$ cat src/rtl/sit_pkg.sv
// ============================================================================
// sit_pkg
// shared constants, codes and types of the sorted insert table
// ============================================================================
package sit_pkg;

    // default sizes
    localparam int DEPTH_DEF     = 16;
    localparam int KEY_WIDTH_DEF = 32;

    // fixed field widths
    localparam int IN_KEY_W = 32;
    localparam int INDEX_W  = 4;
    localparam int POS_W    = 4;
    localparam int CNT_W    = 5;
    localparam int STATUS_W = 2;
    localparam int OPCODE_W = 2;
    localparam int MODE_W   = 2;

    // operation codes
    localparam logic [OPCODE_W-1:0] OP_ADD    = 2'd0;
    localparam logic [OPCODE_W-1:0] OP_REMOVE = 2'd1;
    localparam logic [OPCODE_W-1:0] OP_FIND   = 2'd2;

    // order modes
    localparam logic [MODE_W-1:0] MODE_APPEND = 2'd0;
    localparam logic [MODE_W-1:0] MODE_ASC    = 2'd1;
    localparam logic [MODE_W-1:0] MODE_DESC   = 2'd2;

    // result status codes
    localparam logic [STATUS_W-1:0] ST_OK        = 2'd0;
    localparam logic [STATUS_W-1:0] ST_FULL      = 2'd1;
    localparam logic [STATUS_W-1:0] ST_NOT_FOUND = 2'd2;
    localparam logic [STATUS_W-1:0] ST_RANGE     = 2'd3;

    // control broadcast to every cell
    typedef struct packed {
        logic                sample;
        logic [OPCODE_W-1:0] opcode;
        logic [MODE_W-1:0]   mode;
        logic                commit_add;
        logic                commit_remove;
    } sit_cell_ctrl_t;

endpackage

$ cat src/rtl/sit_if.sv
// ============================================================================
// sit_if
// valid/ready channels for command items and result items
// ============================================================================

// command channel
interface sit_in_if import sit_pkg::*; ();
    logic                valid;
    logic                ready;
    logic [OPCODE_W-1:0] opcode;
    logic [IN_KEY_W-1:0] key;
    logic [INDEX_W-1:0]  index;

    modport source (output valid, output opcode, output key, output index, input ready);
    modport sink   (input valid, input opcode, input key, input index, output ready);
endinterface

// result channel
interface sit_out_if import sit_pkg::*; ();
    logic                valid;
    logic                ready;
    logic [STATUS_W-1:0] status;
    logic [POS_W-1:0]    position;
    logic [CNT_W-1:0]    entry_count;

    modport source (output valid, output status, output position, output entry_count,
                    input ready);
    modport sink   (input valid, input status, input position, input entry_count,
                    output ready);
endinterface

$ cat src/rtl/sit_cell.sv
// ============================================================================
// sit_cell
// one table slot: holds a key and its valid bit, compares against the
// broadcast key and shifts from either neighbor
// ============================================================================
module sit_cell import sit_pkg::*;
#(
    parameter int KEY_WIDTH = KEY_WIDTH_DEF,
    parameter int CELL_ID   = 0
)
(
    input  logic                 clk,
    input  logic                 rst_n,
    input  sit_cell_ctrl_t       ctrl,
    input  logic [KEY_WIDTH-1:0] bkey,
    input  logic [INDEX_W-1:0]   bindex,
    input  logic [KEY_WIDTH-1:0] left_key,
    input  logic                 left_valid,
    input  logic [KEY_WIDTH-1:0] right_key,
    input  logic                 right_valid,
    input  logic                 below,
    input  logic                 first,
    output logic [KEY_WIDTH-1:0] key_q,
    output logic                 valid_q,
    output logic                 stop_q
);

    logic [KEY_WIDTH-1:0] key_reg;
    logic [KEY_WIDTH-1:0] key_next;
    logic                 valid_reg;
    logic                 valid_next;
    logic                 stop_reg;
    logic                 stop_next;
    logic                 skip;

    // insertion scan passes over this slot
    always_comb
    begin
        case (ctrl.mode)
            MODE_ASC:    skip = valid_reg & (key_reg < bkey);
            MODE_DESC:   skip = valid_reg & (key_reg > bkey);
            MODE_APPEND: skip = valid_reg;
            default:     skip = valid_reg;
        endcase
    end

    // per-slot flag for the operation
    always_comb
    begin
        case (ctrl.opcode)
            OP_ADD:    stop_next = !skip;
            OP_REMOVE: stop_next = (int'(bindex) == CELL_ID);
            OP_FIND:   stop_next = valid_reg && (key_reg == bkey);
            default:   stop_next = 1'b0;
        endcase
    end

    // shift up on insert, down on remove, slots below the spot hold
    always_comb
    begin
        key_next   = key_reg;
        valid_next = valid_reg;
        if (ctrl.commit_add && !below)
        begin
            if (first)
            begin
                key_next   = bkey;
                valid_next = 1'b1;
            end
            else
            begin
                key_next   = left_key;
                valid_next = left_valid;
            end
        end
        else if (ctrl.commit_remove && !below)
        begin
            key_next   = right_key;
            valid_next = right_valid;
        end
    end

    // control bits
    always_ff @(posedge clk or negedge rst_n)
    begin
        if (!rst_n)
        begin
            valid_reg <= 1'b0;
            stop_reg  <= 1'b0;
        end
        else
        begin
            valid_reg <= valid_next;
            if (ctrl.sample)
            begin
                stop_reg <= stop_next;
            end
        end
    end

    // key storage
    always_ff @(posedge clk)
    begin
        key_reg <= key_next;
    end

    assign key_q   = key_reg;
    assign valid_q = valid_reg;
    assign stop_q  = stop_reg;

endmodule

$ cat src/rtl/sit_locate.sv
// ============================================================================
// sit_locate
// finds the lowest flagged slot of the row: one-hot spot, mask of the slots
// below it, hit flag and encoded position
// ============================================================================
module sit_locate import sit_pkg::*;
#(
    parameter int DEPTH = DEPTH_DEF
)
(
    input  logic [DEPTH-1:0]         stop,
    output logic [DEPTH-1:0]         below,
    output logic [DEPTH-1:0]         first,
    output logic                     found,
    output logic [$clog2(DEPTH)-1:0] pos
);

    localparam int IDX_W = $clog2(DEPTH);

    logic [DEPTH-1:0] dec;

    // borrow runs up to the lowest set bit
    assign dec   = stop - DEPTH'(1);
    assign below = dec & ~stop;
    assign first = stop & ~dec;
    assign found = |stop;

    // one-hot to binary
    always_comb
    begin
        pos = '0;
        for (int i = 0; i < DEPTH; i++)
        begin
            if (first[i])
            begin
                pos = pos | IDX_W'(i);
            end
        end
    end

endmodule

$ cat src/rtl/sorted_insert_table.sv
// ============================================================================
// sorted_insert_table
// table of keys kept in insertion, ascending or descending order, built as
// a row of slot cells with add, remove-at-index and find operations
// ============================================================================
//
//  channel  | dir | handshake        | payload
//  ---------+-----+------------------+----------------------------------
//  cmd      | in  | valid / ready    | opcode, key, index
//  rsp      | out | valid / ready    | status, position, entry_count
//  cfg      | in  | cfg_write_en     | cfg_write_data (order mode)
//
//  each item is taken in the idle state, where every cell compares at acceptance;
//  then in the commit state the lowest flagged cell is located and the row shifts
//  cmd.ready is high only between items, so a new item is not taken until the
//  last one has committed; a result waiting in the output register does not
//  block acceptance; the next item's shift waits until that result is taken
//  reset clears the valid bits, the count and the mode; keys are not cleared
//
module sorted_insert_table import sit_pkg::*;
#(
    parameter int DEPTH     = DEPTH_DEF,
    parameter int KEY_WIDTH = KEY_WIDTH_DEF
)
(
    input  logic              clk,
    input  logic              rst_n,
    input  logic              cfg_write_en,
    input  logic [MODE_W-1:0] cfg_write_data,
    sit_in_if.sink            cmd,
    sit_out_if.source         rsp
);

    localparam int IDX_W  = $clog2(DEPTH);
    localparam int CNT_IW = $clog2(DEPTH + 1);
    localparam int RW     = (CNT_IW > INDEX_W) ? CNT_IW : INDEX_W;

    localparam logic [0:0] S_IDLE   = 1'b0;
    localparam logic [0:0] S_COMMIT = 1'b1;

    logic [0:0]           state_reg;
    logic [0:0]           state_next;
    logic [MODE_W-1:0]    mode_reg;
    logic [CNT_IW-1:0]    count_reg;
    logic [CNT_IW-1:0]    count_next;
    logic [OPCODE_W-1:0]  op_reg;
    logic [KEY_WIDTH-1:0] key_reg;
    logic [INDEX_W-1:0]   idx_reg;

    logic [KEY_WIDTH-1:0] cmd_key_w;
    logic [KEY_WIDTH-1:0] bkey;
    logic                 accept;
    logic                 can_out;
    logic                 commit;
    logic                 do_add;
    logic                 do_rem;
    logic [STATUS_W-1:0]  status_d;
    logic [IDX_W-1:0]     pos_d;
    sit_cell_ctrl_t       ctrl;

    logic [KEY_WIDTH-1:0] cell_key   [DEPTH];
    logic [KEY_WIDTH-1:0] left_key   [DEPTH];
    logic [KEY_WIDTH-1:0] right_key  [DEPTH];
    logic [DEPTH-1:0]     cell_valid;
    logic [DEPTH-1:0]     left_valid;
    logic [DEPTH-1:0]     right_valid;
    logic [DEPTH-1:0]     stop;
    logic [DEPTH-1:0]     below;
    logic [DEPTH-1:0]     first;
    logic                 found;
    logic [IDX_W-1:0]     loc_pos;

    logic                        rsp_valid_reg;
    logic [STATUS_W-1:0]         status_reg;
    logic [POS_W-1:0]            position_reg;
    logic [CNT_W-1:0]            entry_count_reg;
    logic [IDX_W+POS_W-1:0]      pos_wide;
    logic [CNT_IW+CNT_W-1:0]     cnt_wide;

    // key narrowed or widened to the stored width
    if (KEY_WIDTH <= IN_KEY_W)
    begin : g_key_narrow
        assign cmd_key_w = cmd.key[KEY_WIDTH-1:0];
    end
    else
    begin : g_key_wide
        assign cmd_key_w = {{(KEY_WIDTH - IN_KEY_W){1'b0}}, cmd.key};
    end

    // handshake and sequencing
    assign cmd.ready = (state_reg == S_IDLE);
    assign accept    = cmd.valid & cmd.ready;
    assign can_out   = !rsp_valid_reg || rsp.ready;
    assign commit    = (state_reg == S_COMMIT) && can_out;

    always_comb
    begin
        state_next = state_reg;
        case (state_reg)
            S_IDLE:
            begin
                if (accept)
                begin
                    state_next = S_COMMIT;
                end
            end
            S_COMMIT:
            begin
                if (can_out)
                begin
                    state_next = S_IDLE;
                end
            end
            default: state_next = S_IDLE;
        endcase
    end

    // result of the operation and the new count
    always_comb
    begin
        status_d   = ST_OK;
        pos_d      = '0;
        count_next = count_reg;
        do_add     = 1'b0;
        do_rem     = 1'b0;
        case (op_reg)
            OP_ADD:
            begin
                if (count_reg == CNT_IW'(DEPTH))
                begin
                    status_d = ST_FULL;
                end
                else
                begin
                    do_add     = 1'b1;
                    count_next = CNT_IW'(count_reg + 1'b1);
                    pos_d      = loc_pos;
                end
            end
            OP_REMOVE:
            begin
                if (RW'(idx_reg) >= RW'(count_reg))
                begin
                    status_d = ST_RANGE;
                end
                else
                begin
                    do_rem     = 1'b1;
                    count_next = CNT_IW'(count_reg - 1'b1);
                end
            end
            OP_FIND:
            begin
                if (found)
                begin
                    pos_d = loc_pos;
                end
                else
                begin
                    status_d = ST_NOT_FOUND;
                end
            end
            default: ;
        endcase
    end

    // fit to the output field widths
    assign pos_wide = (IDX_W + POS_W)'(pos_d);
    assign cnt_wide = (CNT_IW + CNT_W)'(count_next);

    // broadcast to the cells
    assign bkey = (state_reg == S_IDLE) ? cmd_key_w : key_reg;

    always_comb
    begin
        ctrl.sample        = accept;
        ctrl.opcode        = cmd.opcode;
        ctrl.mode          = mode_reg;
        ctrl.commit_add    = commit & do_add;
        ctrl.commit_remove = commit & do_rem;
    end

    // row of cells
    for (genvar i = 0; i < DEPTH; i++)
    begin : g_cell
        if (i == 0)
        begin : g_left_end
            assign left_key[i]   = bkey;
            assign left_valid[i] = 1'b0;
        end
        else
        begin : g_left_mid
            assign left_key[i]   = cell_key[i-1];
            assign left_valid[i] = cell_valid[i-1];
        end

        if (i == DEPTH - 1)
        begin : g_right_end
            assign right_key[i]   = cell_key[i];
            assign right_valid[i] = 1'b0;
        end
        else
        begin : g_right_mid
            assign right_key[i]   = cell_key[i+1];
            assign right_valid[i] = cell_valid[i+1];
        end

        sit_cell #(
            .KEY_WIDTH (KEY_WIDTH),
            .CELL_ID   (i)
        ) u_cell (
            .clk         (clk),
            .rst_n       (rst_n),
            .ctrl        (ctrl),
            .bkey        (bkey),
            .bindex      (cmd.index),
            .left_key    (left_key[i]),
            .left_valid  (left_valid[i]),
            .right_key   (right_key[i]),
            .right_valid (right_valid[i]),
            .below       (below[i]),
            .first       (first[i]),
            .key_q       (cell_key[i]),
            .valid_q     (cell_valid[i]),
            .stop_q      (stop[i])
        );
    end

    // lowest flagged cell
    sit_locate #(
        .DEPTH (DEPTH)
    ) u_locate (
        .stop  (stop),
        .below (below),
        .first (first),
        .found (found),
        .pos   (loc_pos)
    );

    // control registers
    always_ff @(posedge clk or negedge rst_n)
    begin
        if (!rst_n)
        begin
            state_reg     <= S_IDLE;
            mode_reg      <= MODE_APPEND;
            count_reg     <= '0;
            rsp_valid_reg <= 1'b0;
        end
        else
        begin
            state_reg <= state_next;
            if (cfg_write_en)
            begin
                mode_reg <= cfg_write_data;
            end
            if (commit)
            begin
                count_reg     <= count_next;
                rsp_valid_reg <= 1'b1;
            end
            else if (rsp.ready)
            begin
                rsp_valid_reg <= 1'b0;
            end
        end
    end

    // item capture and result payload
    always_ff @(posedge clk)
    begin
        if (accept)
        begin
            op_reg  <= cmd.opcode;
            key_reg <= cmd_key_w;
            idx_reg <= cmd.index;
        end
        if (commit)
        begin
            status_reg      <= status_d;
            position_reg    <= pos_wide[POS_W-1:0];
            entry_count_reg <= cnt_wide[CNT_W-1:0];
        end
    end

    assign rsp.valid       = rsp_valid_reg;
    assign rsp.status      = status_reg;
    assign rsp.position    = position_reg;
    assign rsp.entry_count = entry_count_reg;

endmodule

$ cat src/flat_wrapper.sv
// flat-port wrapper written by rule: the top's interface ports become plain ports
module sorted_insert_table_flat import sit_pkg::*;
#(
    parameter int DEPTH     = DEPTH_DEF,
    parameter int KEY_WIDTH = KEY_WIDTH_DEF
)
  (clk, rst_n, cfg_write_en, cfg_write_data, cmd_valid, cmd_opcode, cmd_key, cmd_index, cmd_ready, rsp_valid, rsp_status, rsp_position, rsp_entry_count, rsp_ready);
  sit_in_if cmd_i ();
  sit_out_if rsp_i ();
  input  logic clk;
  input  logic rst_n;
  input  logic cfg_write_en;
  input  logic [MODE_W-1:0] cfg_write_data;
  input wire logic [$bits(cmd_i.valid)-1:0] cmd_valid;
  input wire logic [$bits(cmd_i.opcode)-1:0] cmd_opcode;
  input wire logic [$bits(cmd_i.key)-1:0] cmd_key;
  input wire logic [$bits(cmd_i.index)-1:0] cmd_index;
  output wire logic [$bits(cmd_i.ready)-1:0] cmd_ready;
  output wire logic [$bits(rsp_i.valid)-1:0] rsp_valid;
  output wire logic [$bits(rsp_i.status)-1:0] rsp_status;
  output wire logic [$bits(rsp_i.position)-1:0] rsp_position;
  output wire logic [$bits(rsp_i.entry_count)-1:0] rsp_entry_count;
  input wire logic [$bits(rsp_i.ready)-1:0] rsp_ready;
  assign cmd_i.valid = cmd_valid;
  assign cmd_i.opcode = cmd_opcode;
  assign cmd_i.key = cmd_key;
  assign cmd_i.index = cmd_index;
  assign cmd_ready = cmd_i.ready;
  assign rsp_valid = rsp_i.valid;
  assign rsp_status = rsp_i.status;
  assign rsp_position = rsp_i.position;
  assign rsp_entry_count = rsp_i.entry_count;
  assign rsp_i.ready = rsp_ready;
  sorted_insert_table #(.DEPTH(DEPTH), .KEY_WIDTH(KEY_WIDTH)) u_core (.clk(clk), .rst_n(rst_n), .cfg_write_en(cfg_write_en), .cfg_write_data(cfg_write_data), .cmd(cmd_i), .rsp(rsp_i));
endmodule
$ cat config.mk
export PLATFORM = sky130hd
export DESIGN_NAME = sorted_insert_table_flat
export DESIGN_NICKNAME = d
export VERILOG_FILES = /design/src/rtl/sit_pkg.sv /design/src/rtl/sit_if.sv /design/src/rtl/sit_cell.sv /design/src/rtl/sit_locate.sv /design/src/rtl/sorted_insert_table.sv /design/src/flat_wrapper.sv
export SDC_FILE = /design/constraint.sdc
export NUM_CORES = 2
export LEC_CHECK = 0
export BUFFER_PORTS_ARGS = -buffer_cell sky130_fd_sc_hd__buf_4
export CORE_UTILIZATION = 40
export CTS_CLUSTER_DIAMETER = 200
export CTS_CLUSTER_SIZE = 30
export DETAILED_ROUTE_END_ITERATION = 16
export PLACE_DENSITY = 0.54
export SLEW_MARGIN = 25
export SYNTH_ARGS = -nofsm -noshare
export SYNTH_HDL_FRONTEND = slang
export SYNTH_SLANG_ARGS = --single-unit
$ cat constraint.sdc
create_clock -name clk -period 4.6 [get_ports clk]
set_input_delay 0.69 -clock clk [delete_from_list [all_inputs] [get_ports clk]]
set_output_delay 0.69 -clock clk [all_outputs]
set_load 0.005 [all_outputs]
======== Word level (Yosys, flattened, before mapping) ========
Index checks and enable logic that the tools add are counted.
cells by class
  bitwise gates (word level) .............. 40
  eq/ne operators ......................... 38
  multiplexer cells ....................... 160
  magnitude comparators ................... 33
  reduce and logical (&&, ||, !) cells .... 104
  $add $sub $neg .......................... 3
operators with widths
  cell                                                 number
  two-way mux 32 bit                                   46
  equality test 32 bit                                 16
  greater-than comparator 32 bit                       16
  less-than comparator 32 bit                          16
  two-way mux 1 bit                                    58
  logical AND 1 bit                                    49
  case mux 1 bit (3 select lines)                      16
  two-way mux 4 bit                                    10
  bitwise AND 1 bit                                    35
  case mux 1 bit (2 select lines)                      17
  nonzero test 2 bit                                   17
  logical NOT 1 bit                                    33
  bitwise AND 16 bit                                   2
  equality test 4 bit, second input constant           8
  NOT 16 bit                                           2
  equality test 4 x 3 -> 1 bit, second input constant  4
  OR reduction 16 bit                                  1
  subtractor 16 x 1 -> 16 bit, second input constant   1
  two-way mux 3 bit                                    4
  two-way mux 5 bit                                    2
  case mux 5 bit (2 select lines)                      1
  equality test 4 x 2 -> 1 bit, second input constant  2
  two-way mux 2 bit                                    4
  case mux 4 bit (2 select lines)                      1
  other kinds (12)                                     17
word-level totals
  register bits ........................... 602
  word-level logic and storage cells ...... 436
  input port bits ......................... 45
  output and inout bits ................... 13

======== Logic depth before layout (Yosys ltp) ========
  word-level depth ........................ 20
  mapped depth ............................ 12
  mapped depth without buffers ............ 10

======== Modules after synthesis ========
Synthesis repeated with hierarchy kept, for this count alone.
second synthesis, totals
  cell total of the unflattened synthesis .. 4742
  area total of the unflattened synthesis .. 45164.6 um^2
by module, submodules not included
  module                                   area each (um^2)  cells an instance  times used
  sit_cell (u_core.g_cell[10].u_cell ...)  2603.7            279                4
  sit_cell (u_core.g_cell[11].u_cell ...)  2638.8            281                3
  sit_cell (u_core.g_cell[13].u_cell ...)  2638.8            280                2
  sit_cell (u_core.g_cell[1].u_cell ...)   2637.5            280                2
  sit_cell (u_core.g_cell[0].u_cell ...)   2635.0            280                2
  sit_cell (u_core.g_cell[4].u_cell ...)   2601.2            279                2
  sorted_insert_table                      2780.2            198                1
  sit_cell (u_core.g_cell[12].u_cell)      2636.3            280                1
  sit_locate                               391.6             67                 1

======== Worst setup path before layout ========
Ideal clock, no wire load.
  path kind ............................... reg-to-reg
  start point ............................. register u_core.count_reg[0]
  end point ............................... register u_core.g_cell[10].u_cell.key_reg[0], enable pin
  setup slack ............................. 714 ps
  path buffers ............................ 2
  clock period less this slack ............ 3886 ps
  data arrival time ....................... 3464 ps
  cell stages (with the launch flop) ...... 10
  cell sequence ........................... dfrtp_1 -> ha_1 -> nand2b_1 -> a21o_1 -> a21o_1 -> a21oi_1 -> o221ai_1 -> clkbuf_1 -> clkbuf_1 -> nor2_1
on the way
  cells in the longest elaborated chain, start to end .. 6
  elaborated cells on any way between the ends .. 11
RTL lines
  element                                                                            line                                                    source
  start, declared                                                                    sorted_insert_table.sv:44                               logic [CNT_IW-1:0] count_reg;
  start signal, assigned                                                             sorted_insert_table.sv:259                              count_reg <= count_next;
  greater-or-equal comparator 4 x 5 -> 1 bit or equality test 5 bit (tied branches)  sorted_insert_table.sv:142, sorted_insert_table.sv:129
  two-way mux 1 bit, on equally long branches                                        sorted_insert_table.sv:142, sorted_insert_table.sv:129
  two-way mux 1 bit                                                                  sorted_insert_table.sv:126                              case (op_reg)
  bitwise AND 1 bit, on equally long branches                                        sorted_insert_table.sv:180, sorted_insert_table.sv:179
  logical AND 1 bit, on equally long branches                                        sit_cell.sv:76, sit_cell.sv:63
  nonzero test 2 bit (no line) (*)                                                   --
  end signal, assigned                                                               sit_cell.sv:104                                         key_reg <= key_next;
  end, declared                                                                      sit_cell.sv:28                                          logic [KEY_WIDTH-1:0] key_reg;
Every way passes the cells marked *; elsewhere a longest branch is shown, timed or not.
A chain may end at the register's enable or synchronous reset.

======== Worst setup path after layout ========
  start point ............................. register u_core.state_reg
  end point ............................... register u_core.g_cell[6].u_cell.stop_reg
on the way
  cells in the longest elaborated chain, start to end .. 6
  elaborated cells on any way between the ends .. 12
RTL lines
  element                                                                        line                            source
  start, declared                                                                sorted_insert_table.sv:41       logic [0:0] state_reg;
  start signal, assigned                                                         sorted_insert_table.sv:252      state_reg <= state_next;
  two-way mux 32 bit                                                             sorted_insert_table.sv:172      assign bkey = (state_reg == S_IDLE) ? cmd_key_w : key_reg;
  greater-than comparator 32 bit or less-than comparator 32 bit (tied branches)  sit_cell.sv:41, sit_cell.sv:40
  bitwise AND 1 bit, on equally long branches                                    sit_cell.sv:41, sit_cell.sv:40
  case mux 1 bit (2 select lines)                                                sit_cell.sv:39                  case (ctrl.mode)
  logical NOT 1 bit                                                              sit_cell.sv:51                  OP_ADD: stop_next = !skip;
  case mux 1 bit (3 select lines)                                                sit_cell.sv:50                  case (ctrl.opcode)
  end signal, assigned                                                           sit_cell.sv:96                  stop_reg <= stop_next;
  end, declared                                                                  sit_cell.sv:32                  logic stop_reg;
Parallel ways exist; a longest one is shown, timed or not.

==> qor.yml <==
status: "finished, final reports clean"
dr.first_iter.drc_count: 2968
grt_pass1_wl_um: 198000
clock-sinks: 602
path_max_fanout: 18
pre_cts_ws_ps: 517
critPathArrivalTime_ps: 4790
crit_path_top_delay_cell: "dfrtp_4"
die_w_um: 321
clk_latency_ps: 640
relSlewSlack_pct: 29.8
row_count: 116
drc: 0
routabilityCongestion: 0.883
io_buffers: 57
power_leakage_nw: 17.8
r2r_end: "u_core.g_cell[6].u_cell.stop_q"
area_delta_synth_final_pct: 9.58
antenna_found_initial: 2
die_h_um: 321
yosysSeqAreaShare_pct: 43.9
via_per_inst: 5.78
fin_ws_ps: 326
drive_gt1_share_pct: 8.05
start_util_pct: 40.5
wl_per_cell_um: 22.0
ctsHoldBuffers: 0
final-setup-viol-count: 0
dpl.hpwl_um: 96300
hold_class: "in -> async"
met1Wirelength_um: 62400
avgSynthCellArea_um2: 9.06
drv_cap: 0
skew_ps: 58.4
r2r-start: "u_core.state_reg"
vias: 33824
async_flop_share_pct: 6.81
largest_reg_flops: 512
firstDrtPassIters: 6
max_freq_mhz: 234
synthFlopType: "edfxtp_1"
grt_usage_pct: 24.5
post-route-util_pct: 44.4
io_pins: 58
grt_pass1_vias: 32449
grt_max_degree: 67
wirelength_um: 129000
critPathCaptureType: "register"
final_common_cell: "nand2_1"
path_class: "reg -> reg"
synth_fp_nets: 5054
path_cells: "buf_12 > buf_4 > mux2i_4 > buf_4 > ha_1 > nand4_1 > nor4_2 > a221oi_1 > o211ai_1 > a31oi_1 > mux2i_1 > o21ai_0"
hold_violations: 0
final_cell_mix: "743 x nand2_1, 634 x o21ai_0, 561 x edfxtp_1"
final_antenna_net_count: 0
post_cts_buffers: 0
root_buffer: "clkbuf_16"
clkTransAtPathRegs_ps: 130
rrSetupSlack_ps: 330
synth.distinct_cells: 70
cts_tree: "built"
reg2regPathDepth: 12
synth-edff-count: 561
power.density_nw_per_um2: 574
startpoint_type: "register"
crit_top_cell: "buf_4"
slew_viol_final: 0
numCtsBuffers: 24
syn-cell-area_um2: 40700
fin_tns_setup_ps: 0
dr_wl_met3_um: 6720
max_stage_delay_ps: 730
clockBufferDepth: 3
yosys_warnings: 0
worst_pin_slew_ps: 1030
wl_met2_um: 57600
ctsResizeCount: 0
core_um2: 100000
grt_overflow_total: 0
period_share_pct: 92.9
final_nets: 5043
netlist_instances: 4490
fillers: 9822
dieArea_um2: 103000
period_minus_slack_ps: 4270
htreeDepth: 1
diodes: 0
top_layer: "met5"
required_ps: 5120
ir_worst_vdd_uv: 346
rsz0062_at_grt: "false"
synth_seq_cells: 602
[layout make-up]
type                    instances  area (µm²)  area share (%)
flip-flops and latches        602       17900            40.1
well taps                    1357        1700            3.81
clock inverters                 1        30.0          0.0674
repair buffers                225        1880            4.23
clock buffers                  43         693            1.56
inverters                      48         180           0.404
multi-input cells            3578       22200            49.8
[metal layers]
| layer | global-route usage, % | up-vias |
|---|---|---|
| met5 | 0 | - |
| met4 | 4.19 | 2 |
| met3 | 2.18 | 111 |
| met2 | 39.0 | 895 |
| met1 | 36.6 | 16311 |
| li1 | - | 16505 |
[cell families (layout without fill, tap and decap cells)]
family                     Yosys count  after routing  share of synthesized area [%]
buffers and inverters              310            317                           3.04
adders and majority gates          519            519                           16.0
muxes                               40             40                          0.991
AOI/OAI and AO/OA                 1479           1479                           19.9
DFF                                602            602                           43.9
and+or+nand+nor                   1535           1535                           16.1
xor gates and xnor gates             5              5                          0.108
[how the worst max path moves through the flow]
| stage | from | endpoint | cells after the start | slack (ps) |
|---|---|---|---|---|
| floorplan | u_core.count_reg[0] | u_core.g_cell[10].u_cell.key_q[0] | 9 | 710 |
| finish | u_core.state_reg | u_core.g_cell[6].u_cell.stop_q | 12 | 330 |
| global route | u_core.state_reg | u_core.g_cell[6].u_cell.stop_q | 12 | 220 |
| CTS | u_core.state_reg | u_core.g_cell[1].u_cell.stop_q | 10 | 490 |
| global placement | u_core.state_reg | u_core.g_cell[6].u_cell.stop_q | 12 | 130 |
| detailed placement | u_core.state_reg | u_core.g_cell[1].u_cell.stop_q | 10 | 520 |
[critical path, delay by kind of cell, from the launching register on]
family / cells / cell delay, ps
DFF: 1 / 730
adders and majority gates: 1 / 210
muxes: 2 / 530
AOI/OAI and AO/OA: 4 / 930
and+or+nand+nor: 2 / 910
buffers and inverters: 3 / 780
[synth_stat cells, drive strengths merged, types with 13 or more instances]
cell type | number | area share [%]
nand2 | 762 | 7.0
o21ai | 701 | 8.6
edfxtp | 561 | 41
a21oi | 558 | 6.9
ha | 519 | 16
nor2 | 452 | 4.2
clkbuf | 204 | 1.9
nand3 | 107 | 1.3
nand4 | 98 | 1.5
a21o | 59 | 1.1
buf | 58 | 0.71
inv | 48 | 0.44
dfrtp | 41 | 2.5
mux2i | 38 | 0.94
nor3 | 30 | 0.46
nor4 | 30 | 0.54
a221oi | 25 | 0.54
a211oi | 18 | 0.33
a2111oi | 16 | 0.34
nor2b | 15 | 0.23
o22ai | 14 | 0.22
a211o | 13 | 0.28
[power breakdown]
| group | internal [mW] | total [mW] | switching (mW) |
|---|---|---|---|
| combinational | 4.68 | 13.1 | 8.41 |
| sequential | 8.05 | 9.55 | 1.50 |
| clock | 1.05 | 2.95 | 1.89 |
[through the flow]
step	cells	area, µm²	power (mW)	hold slack, ps
after floorplan	4490	40700	17.4	394
after global placement	5808	43800	22.3	504
after detailed placement	5810	43800	22.6	505
after CTS	5854	44600	25.6	77.6
after global routing	5854	44600	27.6	88.6
final	5854	44600	25.6	80.7
(Power assumes the default switching activity.)
